**src/hdl/frp_pkg.sv**
```systemverilog
// Shared types, constants and helper functions for the framed ring producer.
package frp_pkg;

	// Ring geometry
	localparam int RING_BYTES   = 4096;
	localparam int HEADER_BYTES = 3;
	localparam int PTR_W        = $clog2(RING_BYTES);
	localparam int CNT_W        = PTR_W + 1;
	localparam int LEN_W        = 16;
	localparam int CMP_W        = LEN_W + 2;
	localparam int MAX_LEN      = RING_BYTES - 1 - HEADER_BYTES;
	localparam int BYTE_W       = 8;

	// Field widths
	localparam int CMD_W  = 2;
	localparam int STAT_W = 3;
	localparam int FREE_W = 12;

	// Item commands
	localparam logic [CMD_W-1:0] CMD_BEGIN   = 2'd0;
	localparam logic [CMD_W-1:0] CMD_PAYLOAD = 2'd1;
	localparam logic [CMD_W-1:0] CMD_READ    = 2'd2;

	// Result status codes
	localparam logic [STAT_W-1:0] STAT_OK       = 3'd0;
	localparam logic [STAT_W-1:0] STAT_NO_ROOM  = 3'd1;
	localparam logic [STAT_W-1:0] STAT_DROPPED  = 3'd2;
	localparam logic [STAT_W-1:0] STAT_EMPTY    = 3'd3;
	localparam logic [STAT_W-1:0] STAT_NO_FRAME = 3'd4;

	typedef struct packed {
		logic [CMD_W-1:0]  command;
		logic [BYTE_W-1:0] frame_cmd;
		logic [LEN_W-1:0]  frame_len;
		logic [BYTE_W-1:0] data_byte;
	} item_t;

	typedef struct packed {
		logic [STAT_W-1:0] status;
		logic [BYTE_W-1:0] read_byte;
		logic              frame_done;
		logic [FREE_W-1:0] free_space;
	} result_t;

	// Commands from the controller to the datapath
	typedef struct packed {
		logic take;
		logic eval;
		logic hdr1;
		logic hdr2;
		logic rd_capture;
		logic out_load;
	} ctl_t;

	// Status from the datapath to the controller
	typedef struct packed {
		logic is_begin;
		logic is_read;
		logic fits;
		logic empty;
		logic out_free;
	} sts_t;

	// Advance a ring pointer with wraparound
	function automatic logic [PTR_W-1:0] ring_next(input logic [PTR_W-1:0] p);
		return (p == PTR_W'(RING_BYTES - 1)) ? '0 : p + 1'b1;
	endfunction

	// Free bytes between the published write pointer and the read pointer
	function automatic logic [CNT_W-1:0] ring_free(input logic [PTR_W-1:0] wp,
			input logic [PTR_W-1:0] rp);
		logic [CNT_W-1:0] used;
		if (wp >= rp) begin
			used = {1'b0, wp} - {1'b0, rp};
		end else begin
			used = {1'b0, wp} + CNT_W'(RING_BYTES) - {1'b0, rp};
		end
		return CNT_W'(RING_BYTES - 1) - used;
	endfunction

endpackage

```
**src/hdl/frp_ctrl.sv**
```systemverilog
// Controller state machine that sequences one item through the datapath.
module frp_ctrl (
	input  logic          clk,
	input  logic          arst_n,
	input  logic          item_valid,
	output logic          item_ready,
	input  frp_pkg::sts_t sts,
	output frp_pkg::ctl_t ctl
);

	localparam logic [2:0] S_IDLE   = 3'd0;
	localparam logic [2:0] S_EVAL   = 3'd1;
	localparam logic [2:0] S_HDR1   = 3'd2;
	localparam logic [2:0] S_HDR2   = 3'd3;
	localparam logic [2:0] S_RDWAIT = 3'd4;
	localparam logic [2:0] S_OUT    = 3'd5;

	logic [2:0] state_q, state_d;

	assign item_ready = (state_q == S_IDLE);

	// Next state and datapath commands
	always_comb begin
		state_d = state_q;
		ctl     = '0;
		case (state_q)
			S_IDLE: begin
				if (item_valid) begin
					ctl.take = 1'b1;
					state_d  = S_EVAL;
				end
			end
			S_EVAL: begin
				ctl.eval = 1'b1;
				if (sts.is_begin && sts.fits) begin
					state_d = S_HDR1;
				end else if (sts.is_read && !sts.empty) begin
					state_d = S_RDWAIT;
				end else begin
					state_d = S_OUT;
				end
			end
			S_HDR1: begin
				ctl.hdr1 = 1'b1;
				state_d  = S_HDR2;
			end
			S_HDR2: begin
				ctl.hdr2 = 1'b1;
				state_d  = S_OUT;
			end
			S_RDWAIT: begin
				ctl.rd_capture = 1'b1;
				state_d        = S_OUT;
			end
			S_OUT: begin
				if (sts.out_free) begin
					ctl.out_load = 1'b1;
					state_d      = S_IDLE;
				end
			end
			default: begin
				state_d = S_IDLE;
			end
		endcase
	end

	always_ff @(posedge clk or negedge arst_n) begin
		if (!arst_n) begin
			state_q <= S_IDLE;
		end else begin
			state_q <= state_d;
		end
	end

endmodule

```
**config.mk**
```make
export PLATFORM = sky130hd
export DESIGN_NAME = frp_ctrl
export DESIGN_NICKNAME = d
export VERILOG_FILES = /design/src/hdl/frp_pkg.sv /design/src/hdl/frp_ctrl.sv
export SDC_FILE = /design/constraint.sdc
export NUM_CORES = 1
export LEC_CHECK = 0
export ABC_AREA = 1
export BUFFER_PORTS_ARGS = -buffer_cell sky130_fd_sc_hd__buf_2
export CELL_PAD_IN_SITES_DETAIL_PLACEMENT = 0
export CELL_PAD_IN_SITES_GLOBAL_PLACEMENT = 1
export CORE_AREA = 2 2 39 41
export DETAILED_ROUTE_END_ITERATION = 8
export DIE_AREA = 0 0 41 43
export HOLD_SLACK_MARGIN = 0.05
export PLACE_DENSITY_LB_ADDON = 0.1
export RECOVER_POWER = 25
export SLEW_MARGIN = 20
export SYNTH_ARGS = -nofsm -noshare
export SYNTH_HDL_FRONTEND = slang
export SYNTH_SLANG_ARGS = --single-unit
```
**constraint.sdc**
```tcl
create_clock -name clk -period 1.6 [get_ports clk]
set_input_delay 0.16 -clock clk [delete_from_list [all_inputs] [get_ports clk]]
set_output_delay 0.16 -clock clk [all_outputs]
set_load 0.02 [all_outputs]
```
==> Yosys cells after proc, flatten, opt, wreduce, memory -nomap -nowiden <==
Cells that the tools add are included.
{ "totals": {"elab_cells": 27, "out_inout_bits": 7, "inputBits": 8, "regBits": 3} }
{ "op_classes": {"reduce_logical": 6, "n_eq_ne": 7, "muxes": 13} }
{ "op_table": {"columns": ["cell", "n"], "rows": [
  ["$pmux W3 S5", 1],
  ["$mux W1", 9],
  ["$mux W3", 3],
  ["$eq A3 B2 Y1 const B", 2],
  ["$eq A3 B3 Y1 const B", 2],
  ["$ne A2 B2 Y1 const B", 2],
  ["$eq A3 B1 Y1 const B", 1],
  ["$logic_not A3 Y1", 1],
  ["$logic_and A1 B1 Y1", 2],
  ["$reduce_and A2 Y1", 1],
  ["$reduce_or A2 Y1", 1],
  ["$logic_not A1 Y1", 1]
]} }

==> Longest topological paths before layout <==
{ "depth": {"ltp_word": 5, "mapped_depth": 6, "depth_no_buf": 6} }

==> Least setup slack after synthesis <==
No wires, ideal clock.
{ "synth_path": {"path_type": "reg2out", "startpoint": "register state_q[2]", "endpoint": "output ctl[0] (netlist bit)", "arrival_time_ns": 1.223, "stages_incl_launch_ff": 3, "slack_ns": 0.217, "path_cell_list": "dfrtp_1 > inv_1 > nor4_1"} }
{ "synth_rtl": {"columns": ["item", "line_no", "text"], "rows": [
  ["start: declaration", "frp_ctrl.sv:18", "logic [2:0] state_q, state_d;"],
  ["start signal: assignment", "frp_ctrl.sv:71", "state_q <= state_d;"],
  ["end: declaration", "frp_ctrl.sv:8", "output frp_pkg::ctl_t ctl"]
]} }

==> out/metrics.yaml <==
outcome:
  status: "finished clean"
global_route:
  grt_pass1_wl_um: 972
  grt_util_all_layers_pct: 7.95
  grt-busiest-layer: "met2"
  grt_use_met1_pct: 10.7
  grt_antenna_before_repair: 0
  use_met2_pct: 11.6
  grt_overflow: 0
  grt_max_degree: 8
  grt_pass1_vias: 239
  met3_usage_pct: 1.57
die:
  top_level_ports: 15
  initial_core_util_pct: 15.8
  dieArea_um2: 1760
  placementRows: 14
  die_h_um: 43
  die_x_um: 41
  core_um2: 1380
sta:
  timing.hold.ws_ns: 0.197
  fin_skew_ns: 0.000288
  setup_viol_count_final: 0
  drv_slew: 0
  relSlewSlack_pct: 84.0
  setup_tns_ns: 0
  worst_pin_slew_ns: 0.240
  fmax_mhz: 699
  finalCriticalPeriod_ns: 1.43
  fin_crit_sh_pct: 89.4
  final-hold-violation-count: 0
  rsz0062_at_grt: "false"
min_path:
  whs_endpoint: "state_q[1]$_DFFE_PN0P_"
  worstHoldPathCells: 2
  hold_path.class: "in -> reg"
  hold_start: "sts[2]"
job:
  maxCapViolations: 0
clocking:
  cts_made_buffers: 3
  cts.repair.resized: 0
  cts-root-buf: "clkbuf_4"
  insertion_delay_ns: 0.22
  path_clk_slew_ns: 0.03
  ctsHtreeMaxLevel: 1
  cts_tree: "done"
  cts_sinks: 3
  ctsLongestPathBuffers: 2
power:
  switching_share_pct: 49.4
  power_frac_clock_pct: 19.9
  finalPower_w: 0.000638
  combPwrFrac_pct: 52.8
  power_per_cell_area_nw_per_um2: 1850
  p_sw_w: 0.000315
  seq_power_share_pct: 27.3
  internal-power_w: 0.000323
  power.leakage_nw: 0.215
  ir_worst_vdd_mv: 0.560
detailed_routing:
  ant_nets: 0
  num_vias: 268
  route.detailed.drc: 0
  routed_wl_um: 590
  first_iter_violations: 1
  viasPerCell: 3.94
  drt_pass1_iterations: 2
  wl_per_cell_um: 8.68
cells_and_area:
  drive_gt1_share_pct: 36.5
  syn_to_final_growth_pct: 57.1
  fin_nets: 61
  largest_register: "state_q"
  fin_cells: 68
  n_antenna_cell: 0
  layout_common_cells: "13 x buf_2, 8 x inv_1, 7 x nand2_1"
  largest_register_ffs: 3
  final_common_cell: "buf_2"
  reg_top3: "state_q: 3 flops"
critical_path:
  r2r_setup_slack_ns: 0.57
  cp_data_arrival_time_ns: 1.27
  worst_r2r_endpoint: "state_q[0]$_DFFE_PN0P_"
  r2r_cells: 4
  critPathKind: "reg -> out"
  r2r-start: "state_q[1]$_DFFE_PN0P_"
  critPathMaxFanout: 6
  end_kind: "output pin"
  start_kind: "flop"
  required_ns: 1.44
yosys:
  syn_inst: 33
  seq_area_frac_synth_pct: 34.3
  syn_area_per_cell_um2: 6.64
  synth_cell_types: 12
  ys_seq_elements: 3
  synthesis.area_um2: 219
  yosysWarnings: 0
  syn_nets: 41
place:
  gp_congestion: 0.796
  dp_cells: 63
  dp_hpwl_um: 518
  port_buffers: 14
==> kinds of logic (layout without fill, tap and decap cells) <==
family	after synthesis	count (layout)	share of synthesized area, %
DFF	3	3	34.3
and+or+nand+nor	18	18	41.7
AOI/OAI and AO/OA	3	3	8.57
buffers and inverters	9	28	15.4
==> power by group through the flow <==
stage	sequential [W]	combinational, W	clock [W]
4_1_cts	0.000174	0.000344	0.000130
5_1_grt	0.000185	0.000379	0.000143
2_1_floorplan	0.000158	0.000245	0
3_3_place_gp	0.000176	0.000346	0
6_report	0.000174	0.000337	0.000127
3_5_place_dp	0.000175	0.000341	0
==> layout make-up <==
| cell class | count | area, um^2 |
|---|---|---|
| Clock buffer | 4 | 26.3 |
| Inverter | 9 | 33.8 |
| Tap cell | 16 | 20.0 |
| Sequential cell | 3 | 75.1 |
| Fill cell | 169 | 1040 |
| Timing Repair Buffer | 15 | 78.8 |
| Multi-Input combinational cell | 21 | 110 |
==> how the worst max path moves through the flow <==
stage,start,to,slack (ns),cells past startpoint
6_report,state_q[2]$_DFFE_PN0P_,ctl[0],0.17,3
5_1_grt,state_q[2]$_DFFE_PN0P_,ctl[0],0.05,3
4_1_cts,state_q[2]$_DFFE_PN0P_,ctl[0],0.16,3
3_5_place_dp,state_q[2]$_DFFE_PN0P_,ctl[0],0.41,3
3_3_place_gp,state_q[2]$_DFFE_PN0P_,ctl[0],0.45,3
2_1_floorplan,state_q[2]$_DFFE_PN0P_,ctl[0],0.22,2
==> per-stage QoR <==
stage	utilization [%]	worst slack (ns)	area [um^2]
floorplan	-	0.217	219
global placement	22.3	0.449	309
detailed placement	22.3	0.407	309
CTS	25.0	0.164	345
global route	24.9	0.0497	344
finish	24.9	0.169	344
==> worst max-delay path: stages (launching register included) <==
cell and delay (ns):
dfrtp_1 0.45, inv_1 0.12, nor4_1 0.27, buf_2 0.21
==> layer usage <==
metal | up-vias | share of wire [%]
li1 | 143 | -
met1 | 117 | 43
met2 | 8 | 49
met3 | 0 | 8.1
met4 | 0 | 0
met5 | - | 0
==> cell usage after synthesis <==
cell type / count / area share [%]
nand2_1: 7 / 12
o21ai_0: 1 / 2.3
inv_1: 8 / 14
a21oi_1: 1 / 2.3
nor2_1: 3 / 5.1
a31o_1: 1 / 4.0
nor3_2: 2 / 9.1
nor4_1: 1 / 2.9
dfrtp_1: 3 / 34
inv_2: 1 / 1.7
nand3_1: 3 / 6.9
nand4_1: 2 / 5.7
==> timing repair <==
item / CTS / global route
hold buffers: 1 / 0
endpoints found under the hold margin: 3 / 0
buffers inserted: 0 / 0
Note: power is estimated with default switching activity, not from simulation.
